==> src/rtl/core/motor_speed_pi_regulator_unit_assert.svh <==
// ----------------------------------------------------------------------------
// Assertion macros for the motor speed PI regulator
// Concurrent checks on the rising clock edge, off while reset is asserted.
// ----------------------------------------------------------------------------
`ifndef MOTOR_SPEED_PI_REGULATOR_UNIT_ASSERT_SVH
`define MOTOR_SPEED_PI_REGULATOR_UNIT_ASSERT_SVH

`ifndef SYNTH
// same-cycle implication
`define MSPI_ASSERT_IMPLY(label, clk, rst_n, ante, cons) \
	label: assert property (@(posedge clk) disable iff (!rst_n) (ante) |-> (cons)) \
		else $error("mspi: same-cycle check failed");
// next-cycle implication
`define MSPI_ASSERT_NEXT(label, clk, rst_n, ante, cons) \
	label: assert property (@(posedge clk) disable iff (!rst_n) (ante) |=> (cons)) \
		else $error("mspi: next-cycle check failed");
`else
`define MSPI_ASSERT_IMPLY(label, clk, rst_n, ante, cons)
`define MSPI_ASSERT_NEXT(label, clk, rst_n, ante, cons)
`endif

`endif

==> src/rtl/core/mspi_pkg.sv <==
// ----------------------------------------------------------------------------
// mspi_pkg
// Types and constants shared by the motor speed PI regulator modules.
// ----------------------------------------------------------------------------
package mspi_pkg;

	localparam int CFG_IDX_W  = 3;
	localparam int CFG_DATA_W = 26;

	localparam logic [CFG_IDX_W-1:0] CFG_SPEED_REF  = 3'd0;
	localparam logic [CFG_IDX_W-1:0] CFG_SPEED_NUM  = 3'd1;
	localparam logic [CFG_IDX_W-1:0] CFG_GAIN_B     = 3'd2;
	localparam logic [CFG_IDX_W-1:0] CFG_GAIN_C     = 3'd3;
	localparam logic [CFG_IDX_W-1:0] CFG_GAIN_D     = 3'd4;
	localparam logic [CFG_IDX_W-1:0] CFG_DUTY_LIMIT = 3'd5;

	localparam logic [7:0]  RST_SPEED_REF  = 8'd50;
	localparam logic [17:0] RST_SPEED_NUM  = 18'd209440;
	localparam logic [23:0] RST_GAIN_B     = 24'd44493;
	localparam logic [25:0] RST_GAIN_C     = 26'd17528907;
	localparam logic [25:0] RST_GAIN_D     = 26'd42617;
	localparam logic [15:0] RST_DUTY_LIMIT = 16'd1000;

	// quotient bits produced by the serial divider, one per cycle
	localparam int DIV_STEPS = 18;
	localparam int DIV_CNT_W = 5;

	typedef struct packed {
		logic                  valid;
		logic [CFG_IDX_W-1:0]  index;
		logic [CFG_DATA_W-1:0] data;
	} mspi_cfg_wr_t;

	typedef struct packed {
		logic load;
		logic div_step;
		logic calc_err;
		logic mul_lo;
		logic mul_hi;
		logic mul_d;
		logic mul_b;
		logic sum;
		logic finish;
	} mspi_cmd_t;

	typedef struct packed {
		logic div_last;
	} mspi_stat_t;

endpackage

==> src/rtl/core/mspi_datapath.sv <==
// ----------------------------------------------------------------------------
// mspi_datapath
// Register file, serial speed divider, shared multiplier, PI sums, integrator
// and result register.
// ----------------------------------------------------------------------------
module mspi_datapath import mspi_pkg::*; #(
	parameter int DUTY_WIDTH = 16
) (
	input  logic         clk,
	input  logic         arst_n,
	input  mspi_cfg_wr_t cfg_wr,
	input  mspi_cmd_t    cmd,
	output mspi_stat_t   stat,
	input  logic [15:0]  capture_period,
	input  logic         running,
	output logic [15:0]  duty,
	output logic [7:0]   measured_speed,
	output logic [7:0]   speed_error
);

	localparam logic [24:0] DUTY_CAP = 25'((1 << DUTY_WIDTH) - 1);

	logic [7:0]  speed_ref_q;
	logic [17:0] speed_num_q;
	logic [23:0] gain_b_q;
	logic [25:0] gain_c_q;
	logic [25:0] gain_d_q;
	logic [15:0] duty_limit_q;

	logic signed [47:0] integ_q;

	logic [15:0]          per_q;
	logic                 run_q;
	logic [15:0]          rem_q;
	logic [17:0]          quo_q;
	logic [DIV_CNT_W-1:0] div_cnt_q;

	logic [7:0]  speed_q;
	logic [7:0]  err_q;
	logic        e_neg_q;
	logic [7:0]  e_mag_q;
	logic [47:0] mag_q;
	logic        c_neg_q;

	logic [25:0] mul_a;
	logic [23:0] mul_b;
	logic [49:0] prod_q;

	logic signed [52:0] acc_q;
	logic signed [34:0] dterm_q;
	logic signed [32:0] bterm_q;

	logic [15:0] duty_q;
	logic [7:0]  speed_out_q;
	logic [7:0]  err_out_q;

	logic [16:0] rem_sh;
	logic        rem_ge;
	logic [16:0] rem_nx;
	logic [7:0]  speed_nx;
	logic [7:0]  err_nx;
	logic [15:0] duty_max;
	logic [36:0] duty_raw;
	logic [15:0] duty_nx;
	logic signed [48:0] integ_sum;
	logic signed [47:0] integ_nx;

	// configuration registers
	always_ff @(posedge clk or negedge arst_n) begin
		if (!arst_n) begin
			speed_ref_q  <= RST_SPEED_REF;
			speed_num_q  <= RST_SPEED_NUM;
			gain_b_q     <= RST_GAIN_B;
			gain_c_q     <= RST_GAIN_C;
			gain_d_q     <= RST_GAIN_D;
			duty_limit_q <= RST_DUTY_LIMIT;
		end else if (cfg_wr.valid) begin
			case (cfg_wr.index)
				CFG_SPEED_REF:  speed_ref_q  <= cfg_wr.data[7:0];
				CFG_SPEED_NUM:  speed_num_q  <= cfg_wr.data[17:0];
				CFG_GAIN_B:     gain_b_q     <= cfg_wr.data[23:0];
				CFG_GAIN_C:     gain_c_q     <= cfg_wr.data[25:0];
				CFG_GAIN_D:     gain_d_q     <= cfg_wr.data[25:0];
				CFG_DUTY_LIMIT: duty_limit_q <= cfg_wr.data[15:0];
				default: ;
			endcase
		end
	end

	// restoring divider step
	assign rem_sh = {rem_q, quo_q[17]};
	assign rem_ge = rem_sh >= {1'b0, per_q};
	assign rem_nx = rem_ge ? rem_sh - {1'b0, per_q} : rem_sh;

	assign stat.div_last = div_cnt_q == DIV_CNT_W'(DIV_STEPS - 1);

	always_ff @(posedge clk or negedge arst_n) begin
		if (!arst_n) begin
			div_cnt_q <= '0;
		end else if (cmd.load) begin
			div_cnt_q <= '0;
		end else if (cmd.div_step) begin
			div_cnt_q <= div_cnt_q + 1'b1;
		end
	end

	assign speed_nx = (run_q && per_q != '0) ? quo_q[7:0] : 8'd0;
	assign err_nx   = speed_ref_q - speed_nx;

	// shared unsigned multiplier, operands picked by phase
	always_comb begin
		mul_a = gain_c_q;
		mul_b = mag_q[23:0];
		if (cmd.mul_hi) begin
			mul_b = mag_q[47:24];
		end else if (cmd.mul_d) begin
			mul_a = gain_d_q;
			mul_b = {16'd0, e_mag_q};
		end else if (cmd.mul_b) begin
			mul_a = {2'b00, gain_b_q};
			mul_b = {16'd0, e_mag_q};
		end
	end

	// duty clamp
	assign duty_max = ({9'd0, duty_limit_q} < DUTY_CAP) ? duty_limit_q : DUTY_CAP[15:0];
	assign duty_raw = acc_q[52:16];
	always_comb begin
		if (acc_q[52]) begin
			duty_nx = 16'd0;
		end else if (duty_raw > {21'd0, duty_max}) begin
			duty_nx = duty_max;
		end else begin
			duty_nx = duty_raw[15:0];
		end
	end

	// integrator update with saturation
	assign integ_sum = $signed({integ_q[47], integ_q}) + $signed({{16{bterm_q[32]}}, bterm_q});
	always_comb begin
		if (integ_sum[48:47] == 2'b01) begin
			integ_nx = {1'b0, {47{1'b1}}};
		end else if (integ_sum[48:47] == 2'b10) begin
			integ_nx = {1'b1, {47{1'b0}}};
		end else begin
			integ_nx = integ_sum[47:0];
		end
	end

	always_ff @(posedge clk or negedge arst_n) begin
		if (!arst_n) begin
			integ_q <= '0;
		end else if (cmd.finish) begin
			integ_q <= integ_nx;
		end
	end

	// working registers
	always_ff @(posedge clk) begin
		if (cmd.load) begin
			per_q <= capture_period;
			run_q <= running;
			rem_q <= '0;
			quo_q <= speed_num_q;
		end
		if (cmd.div_step) begin
			rem_q <= rem_nx[15:0];
			quo_q <= {quo_q[16:0], rem_ge};
		end
		if (cmd.calc_err) begin
			speed_q <= speed_nx;
			err_q   <= err_nx;
			e_neg_q <= err_nx[7];
			e_mag_q <= err_nx[7] ? 8'd0 - err_nx : err_nx;
			c_neg_q <= integ_q[47];
			mag_q   <= integ_q[47] ? 48'd0 - integ_q : integ_q;
		end
		if (cmd.mul_lo || cmd.mul_hi || cmd.mul_d || cmd.mul_b) begin
			prod_q <= mul_a * mul_b;
		end
		if (cmd.mul_hi) begin
			// low partial product contributes only from bit 24 up
			acc_q <= $signed({27'd0, prod_q[49:24]});
		end
		if (cmd.mul_d) begin
			acc_q <= acc_q + $signed({3'd0, prod_q});
		end
		if (cmd.mul_b) begin
			acc_q   <= c_neg_q ? -acc_q : acc_q;
			dterm_q <= e_neg_q ? -$signed({1'b0, prod_q[33:0]}) : $signed({1'b0, prod_q[33:0]});
		end
		if (cmd.sum) begin
			acc_q   <= acc_q + $signed({{18{dterm_q[34]}}, dterm_q});
			bterm_q <= e_neg_q ? -$signed({2'b00, prod_q[30:0]}) : $signed({2'b00, prod_q[30:0]});
		end
		if (cmd.finish) begin
			duty_q      <= duty_nx;
			speed_out_q <= speed_q;
			err_out_q   <= err_q;
		end
	end

	assign duty           = duty_q;
	assign measured_speed = speed_out_q;
	assign speed_error    = err_out_q;

endmodule

==> src/rtl/core/mspi_ctrl.sv <==
// ----------------------------------------------------------------------------
// mspi_ctrl
// Sequencer for one control tick: accept, divide, error, multiply, sum, emit.
// ----------------------------------------------------------------------------
module mspi_ctrl import mspi_pkg::*; (
	input  logic       clk,
	input  logic       arst_n,
	input  logic       in_valid,
	output logic       in_ready,
	output logic       out_valid,
	input  logic       out_ready,
	input  mspi_stat_t stat,
	output mspi_cmd_t  cmd
);

	typedef enum logic [8:0] {
		ST_IDLE = 9'b000000001,
		ST_DIV  = 9'b000000010,
		ST_ERR  = 9'b000000100,
		ST_MLO  = 9'b000001000,
		ST_MHI  = 9'b000010000,
		ST_MD   = 9'b000100000,
		ST_MB   = 9'b001000000,
		ST_SUM  = 9'b010000000,
		ST_OUT  = 9'b100000000
	} state_t;

	state_t state_q;
	state_t state_nx;
	logic   out_valid_q;
	logic   out_free;

	assign out_free = !out_valid_q || out_ready;

	always_comb begin
		state_nx = state_q;
		cmd      = '0;
		case (state_q)
			ST_IDLE: begin
				if (in_valid) begin
					cmd.load = 1'b1;
					state_nx = ST_DIV;
				end
			end
			ST_DIV: begin
				cmd.div_step = 1'b1;
				if (stat.div_last) begin
					state_nx = ST_ERR;
				end
			end
			ST_ERR: begin
				cmd.calc_err = 1'b1;
				state_nx     = ST_MLO;
			end
			ST_MLO: begin
				cmd.mul_lo = 1'b1;
				state_nx   = ST_MHI;
			end
			ST_MHI: begin
				cmd.mul_hi = 1'b1;
				state_nx   = ST_MD;
			end
			ST_MD: begin
				cmd.mul_d = 1'b1;
				state_nx  = ST_MB;
			end
			ST_MB: begin
				cmd.mul_b = 1'b1;
				state_nx  = ST_SUM;
			end
			ST_SUM: begin
				cmd.sum  = 1'b1;
				state_nx = ST_OUT;
			end
			ST_OUT: begin
				// hold until the result register is free
				if (out_free) begin
					cmd.finish = 1'b1;
					state_nx   = ST_IDLE;
				end
			end
			default: begin
				state_nx = ST_IDLE;
			end
		endcase
	end

	always_ff @(posedge clk or negedge arst_n) begin
		if (!arst_n) begin
			state_q     <= ST_IDLE;
			out_valid_q <= 1'b0;
		end else begin
			state_q <= state_nx;
			if (cmd.finish) begin
				out_valid_q <= 1'b1;
			end else if (out_ready) begin
				out_valid_q <= 1'b0;
			end
		end
	end

	assign in_ready  = state_q == ST_IDLE;
	assign out_valid = out_valid_q;

endmodule

==> src/rtl/core/motor_speed_pi_regulator_unit.sv <==
// ----------------------------------------------------------------------------
// motor_speed_pi_regulator_unit
// Discrete PI speed regulator for one motor. Each input word carries an
// encoder capture period (s_tdata) and a running flag (s_tuser); each output
// word carries the clamped PWM duty, the measured speed byte and the signed
// speed error. After acceptance an item first passes the bit-serial divider
// that turns the capture period into a speed, then the error step and
// sequential passes through one shared 26x24 multiplier and the PI sums. A
// new word is accepted in the cycle after the previous result is registered,
// so the unit takes no new word before it is through with the last one; a
// finished result may wait in the output register while the next word is
// being worked. Gains are written through the cfg port, by register index;
// the user must write them only while the unit is idle, which it does not enforce.
// ----------------------------------------------------------------------------
`include "motor_speed_pi_regulator_unit_assert.svh"

module motor_speed_pi_regulator_unit import mspi_pkg::*; #(
	parameter int DUTY_WIDTH = 16
) (
	input  logic                  clk,
	input  logic                  arst_n,
	input  logic                  s_tvalid,
	output logic                  s_tready,
	input  logic [15:0]           s_tdata,   // [15:0] capture_period
	input  logic                  s_tuser,   // [0] running
	output logic                  m_tvalid,
	input  logic                  m_tready,
	output logic [31:0]           m_tdata,   // [15:0] duty, [23:16] measured_speed,
	                                         // [31:24] speed_error
	input  logic                  cfg_valid,
	output logic                  cfg_ready,
	input  logic [CFG_IDX_W-1:0]  cfg_index,
	input  logic [CFG_DATA_W-1:0] cfg_data
);

	mspi_cfg_wr_t cfg_wr;
	mspi_cmd_t    cmd;
	mspi_stat_t   stat;
	logic [15:0]  duty;
	logic [7:0]   measured_speed;
	logic [7:0]   speed_error;

	assign cfg_ready    = 1'b1;
	assign cfg_wr.valid = cfg_valid;
	assign cfg_wr.index = cfg_index;
	assign cfg_wr.data  = cfg_data;

	mspi_ctrl u_ctrl (
		.clk       (clk),
		.arst_n    (arst_n),
		.in_valid  (s_tvalid),
		.in_ready  (s_tready),
		.out_valid (m_tvalid),
		.out_ready (m_tready),
		.stat      (stat),
		.cmd       (cmd)
	);

	mspi_datapath #(
		.DUTY_WIDTH (DUTY_WIDTH)
	) u_datapath (
		.clk            (clk),
		.arst_n         (arst_n),
		.cfg_wr         (cfg_wr),
		.cmd            (cmd),
		.stat           (stat),
		.capture_period (s_tdata),
		.running        (s_tuser),
		.duty           (duty),
		.measured_speed (measured_speed),
		.speed_error    (speed_error)
	);

	assign m_tdata = {speed_error, measured_speed, duty};

	// one phase command at a time
	`MSPI_ASSERT_IMPLY(a_cmd_onehot, clk, arst_n, 1'b1, $onehot0(cmd))
	// a result is never written over one that has not been taken
	`MSPI_ASSERT_IMPLY(a_no_overwrite, clk, arst_n, cmd.finish, !m_tvalid || m_tready)
	// busy right after accepting a word
	`MSPI_ASSERT_NEXT(a_busy_after_accept, clk, arst_n, s_tvalid && s_tready, !s_tready)

endmodule
==> config.mk <==
export PLATFORM = sky130hd
export DESIGN_NAME = motor_speed_pi_regulator_unit
export DESIGN_NICKNAME = d
export VERILOG_FILES = /design/src/rtl/core/mspi_pkg.sv /design/src/rtl/core/mspi_datapath.sv /design/src/rtl/core/mspi_ctrl.sv /design/src/rtl/core/motor_speed_pi_regulator_unit.sv
export VERILOG_INCLUDE_DIRS = /design/src /design/src/rtl/core
export SDC_FILE = /design/constraint.sdc
export NUM_CORES = 2
export LEC_CHECK = 0
export BUFFER_PORTS_ARGS = -buffer_cell sky130_fd_sc_hd__clkbuf_2
export CAP_MARGIN = 5
export CELL_PAD_IN_SITES_DETAIL_PLACEMENT = 0
export CELL_PAD_IN_SITES_GLOBAL_PLACEMENT = 1
export CORE_ASPECT_RATIO = 1.1
export CORE_MARGIN = 2
export CORE_UTILIZATION = 40
export CTS_BUF_LIST = sky130_fd_sc_hd__clkbuf_8
export DETAILED_ROUTE_END_ITERATION = 6
export PLACE_DENSITY_LB_ADDON = 0.1
export RECOVER_POWER = 50
export REMOVE_ABC_BUFFERS = 1
export SYNTH_ARGS = -nofsm -noshare
export SYNTH_HDL_FRONTEND = slang
export SYNTH_SLANG_ARGS = --single-unit
==> constraint.sdc <==
create_clock -name clk -period 12.2 [get_ports clk]
set_input_delay 0 -clock clk [delete_from_list [all_inputs] [get_ports clk]]
set_output_delay 0 -clock clk [all_outputs]
set_load 0.01 [all_outputs]
==> impl_results.rst <==
.. list-table::
   :header-rows: 1

   * - Metric
     - Value
   * - Die extent in y
     - 382 um
   * - Worst Setup SP
     - u_ctrl.state_q[0]
   * - Drt total wl
     - 184 mm
   * - Sequential fraction of the synthesis area
     - 27.6%
   * - CTS Root Cell
     - sky130_fd_sc_hd__clkbuf_8
   * - Period utilisation layout
     - 88.9%
   * - Violated checks
     - max-capacitance violations, max-slew violations
   * - Total number of H-tree levels
     - 3
   * - Count of different cell masters after synthesis
     - 85
   * - Starting density of the core
     - approximately two fifths
   * - Max-cap violation count
     - 15
   * - Synth Register Bits
     - 507
   * - Post-CTS Repair Setup Buffers
     - 0
   * - Total CTS buffers
     - 92
   * - Number of buffers on the longest clock path
     - 3
   * - Fraction of layout cells with a size suffix above 1
     - 8.51%
   * - Pin count of the biggest net entering global routing
     - 81
   * - Via-to-Cell Ratio
     - 5.56
   * - Achievable clock frequency
     - 0.0922 GHz
   * - Cells on Worst Hold Path
     - 3
   * - Final critical delay including setup and external delays
     - ~11 ns
   * - Pre-Repair DR Iteration Count
     - 5
   * - Status
     - finished with violations
   * - Syn-to-layout area delta
     - 9.53%
   * - Clock Pin Slew Worst Setup and Hold Paths
     - 0.06 ns
   * - Setup total negative slack
     - 0 ns
   * - Buffers & Inverters on Critical Path
     - 8
   * - Setup crit end kind
     - flop
   * - Library cell with the largest summed area after synthesis
     - sky130_fd_sc_hd__fa_1
   * - R2R cell count
     - 35
   * - Final-layout worst hold slack
     - 0.0462 ns
   * - Pins Over Slew Limit
     - 550
   * - Buffers on Ports
     - 84
   * - RR Endpoint
     - u_datapath.prod_q[48]
   * - Mean instance size in the synthesized netlist
     - 9.34 sq um
   * - Latest clock arrival within the worst-skew pair
     - 0.81 ns
   * - Top area cells in the synthesized netlist
     - sky130_fd_sc_hd__fa_1 (20%), sky130_fd_sc_hd__edfxtp_1 (19%), sky130_fd_sc_hd__ha_1 (8.9%)
   * - Kind of cell with the highest combined delay on the critical path
     - adder cells
   * - Most numerous cell on the critical path
     - sky130_fd_sc_hd__fa_1
   * - Slew of the pin with the lowest slew margin
     - 3.97 ns
   * - Total gr overflow
     - 0
   * - Final count of negative-setup-slack endpoints
     - 0
   * - Die W
     - 348 um
   * - Standard cell with the maximum stage delay on the critical path
     - sky130_fd_sc_hd__o21ai_2
   * - Largest fanout on the critical path
     - 45
   * - Start point of the worst hold path
     - cfg_data[24]
   * - Kind of start point of the critical path
     - flop
   * - Ports
     - 86
   * - Cell count after synthesis
     - ~5600
   * - Drt initial violations
     - ~3100
   * - Endpoint required time on the critical path
     - 12.71 ns
   * - Number of antenna violations at the first check in global routing
     - 6
   * - Smallest setup slack after layout
     - around 1.4 ns
   * - Count of filler cells inserted in the layout
     - 12900
   * - NumNets Final
     - 6625
   * - Die Area
     - around 0.13 sq mm
   * - Standard-cell row count
     - between 100 and 150
   * - Clock tree from TritonCTS
     - built
   * - Minimum setup slack among reg-to-reg paths
     - 1.35 ns
   * - Worst-case clock skew
     - 0.0474 ns
   * - Sink of the worst hold path
     - u_datapath.gain_c_q[24]
   * - Vias after detailed routing
     - 41300
   * - Dpl ws
     - 1.48 ns
   * - Final estimated routing congestion in global placement
     - 0.919
   * - All-layer global routing usage
     - 27.9%
   * - Placeable Area
     - 0.129 sq mm
   * - Synth warnings
     - 0
   * - Classification of the worst setup path
     - reg2reg
   * - Data arrival at the endpoint of the critical path
     - 11.36 ns
   * - Class of the tightest hold or removal check
     - in2reg
   * - Via count of the first global-routing pass
     - 42300
   * - Count of clock tree sinks
     - roughly 510
   * - Hold Fails Final Rpt
     - 0
   * - Cell Area, Synth
     - 0.0520 sq mm
   * - Global-route wire length before repair
     - approximately 280 mm
   * - Slowest cell delay on critical path
     - 0.91 ns
   * - DRC violation count after routing
     - 0
   * - Launch instance of the worst register-to-register path
     - u_ctrl.state_q[0]
   * - Unrepaired setup endpoints after global routing
     - no
   * - Residual antenna-violating net count after detailed routing
     - 0
   * - Number of enable flip-flop cells after synthesis
     - 326
   * - Max-slew headroom
     - -165%
   * - Half-perimeter wire length after detailed placement
     - around 140 mm
   * - Portion of synthesized cell area occupied by the leading cell type
     - 20.4%
   * - Share of flip-flops with an asynchronous set or reset after synthesis
     - 35.7%
   * - Detailed-route wire length per cell
     - 24.8 um
   * - Most used DFF post-synth
     - sky130_fd_sc_hd__edfxtp_1
logic make-up after synthesis:
logic type	count (synthesis)	share of synthesized area (%)
and+or+nand+nor	1676	14.4
DFF	507	27.6
muxes	143	3.04
AOI/OAI and AO/OA	1046	13.0
adders and majority gates	914	29.6
other	1	0.00721
buffers and inverters	967	7.00
xor gates and xnor gates	317	5.34
per-layer routing:
layer  GRT usage [%]  part of all wire [%]
met5               0                     0
met4            11.0                   4.4
met1            37.0                    43
met2            46.6                    48
met3            3.32                   4.9
synth_stat cells, types with 47 or more instances:
master                     count
sky130_fd_sc_hd__mux2_2      120
sky130_fd_sc_hd__fa_1        531
sky130_fd_sc_hd__xnor2_1     227
sky130_fd_sc_hd__dfstp_2      47
sky130_fd_sc_hd__a21o_1      138
sky130_fd_sc_hd__nor3_1       57
sky130_fd_sc_hd__edfxtp_1    326
sky130_fd_sc_hd__nor2_1      552
sky130_fd_sc_hd__nand2_1     656
sky130_fd_sc_hd__and2_1       60
sky130_fd_sc_hd__a21oi_1     274
sky130_fd_sc_hd__inv_1       722
sky130_fd_sc_hd__nand3_1      74
sky130_fd_sc_hd__ha_1        371
sky130_fd_sc_hd__o21ai_0     236
sky130_fd_sc_hd__xor2_1       90
sky130_fd_sc_hd__clkbuf_1    230
sky130_fd_sc_hd__dfrtp_1     134
layout by cell type, fill, tap and decap left out, types with 73 or more instances in the layout:
master and n:
sky130_fd_sc_hd__a21o_1 138, sky130_fd_sc_hd__a21oi_1 274, sky130_fd_sc_hd__buf_4 73, sky130_fd_sc_hd__clkbuf_8 100, sky130_fd_sc_hd__dfrtp_1 134, sky130_fd_sc_hd__dlygate4sd3_1 76, sky130_fd_sc_hd__edfxtp_1 326, sky130_fd_sc_hd__fa_1 531
sky130_fd_sc_hd__ha_1 371, sky130_fd_sc_hd__inv_1 745, sky130_fd_sc_hd__mux2_2 120, sky130_fd_sc_hd__nand2_1 655, sky130_fd_sc_hd__nand3_1 74, sky130_fd_sc_hd__nor2_1 550, sky130_fd_sc_hd__o21ai_0 235, sky130_fd_sc_hd__xnor2_1 227
sky130_fd_sc_hd__xor2_1 90
how the worst max path moves through the flow:
stage,endpoint,slack (ns),cells past startpoint
after global routing,u_datapath.prod_q[46],0.82,35
after detailed placement,u_datapath.prod_q[48],1.48,35
after global placement,u_datapath.prod_q[46],1.58,35
after floorplan,u_datapath.prod_q[46],-2.42,33
final,u_datapath.prod_q[48],1.35,35
after CTS,u_datapath.prod_q[48],1.43,35
stage by stage:
step | cell area, sq um | std cells | utilization (%)
after floorplan | 51100 | 5329 | -
after global placement | 54400 | 7181 | 42.3
after detailed placement | 54400 | 7181 | 42.3
final | 57000 | 7428 | 44.2
after CTS | 57100 | 7427 | 44.4
after global routing | 57000 | 7428 | 44.2
cell type report:
type,instances,area [sq um],area share [%]
antenna,1,2.50,0.00439
sequential,507,14400,25.2
timing repair buffer,249,1760,3.09
tap,1680,2100,3.69
clock buffer,100,1380,2.42
inverter,725,2720,4.78
clock inverter,69,518,0.909
multi-input combinational,4097,34100,59.9
flip-flops by register name, summed over array words and instances (netlist names), 9 cells and up:
signal,cells
u_datapath.duty,16
u_datapath.acc_q,53
u_datapath.quo_q,18
u_ctrl.state_q,9
u_datapath.integ_q,48
u_datapath.speed_num_q,18
u_datapath.gain_b_q,24
u_datapath.dterm_q,35
u_datapath.gain_c_q,26
u_datapath.duty_limit_q,16
u_datapath.gain_d_q,26
u_datapath.bterm_q,33
u_datapath.per_q,16
u_datapath.prod_q,50
u_datapath.mag_q,48
u_datapath.rem_q,16
worst min-delay path, stage by stage:
cell,delay [ns]
sky130_fd_sc_hd__dlygate4sd3_1,0.52
sky130_fd_sc_hd__clkbuf_2,0.12
sky130_fd_sc_hd__mux2_2,0.14
repair_timing:
item,4_1_cts,5_1_grt
endpoints found under the hold margin,271,0
gates resized for setup,0,0
hold buffers,77,0
Power is not shown: default switching activity piles up to over one toggle a cycle in this logic, so the estimate is an artifact.
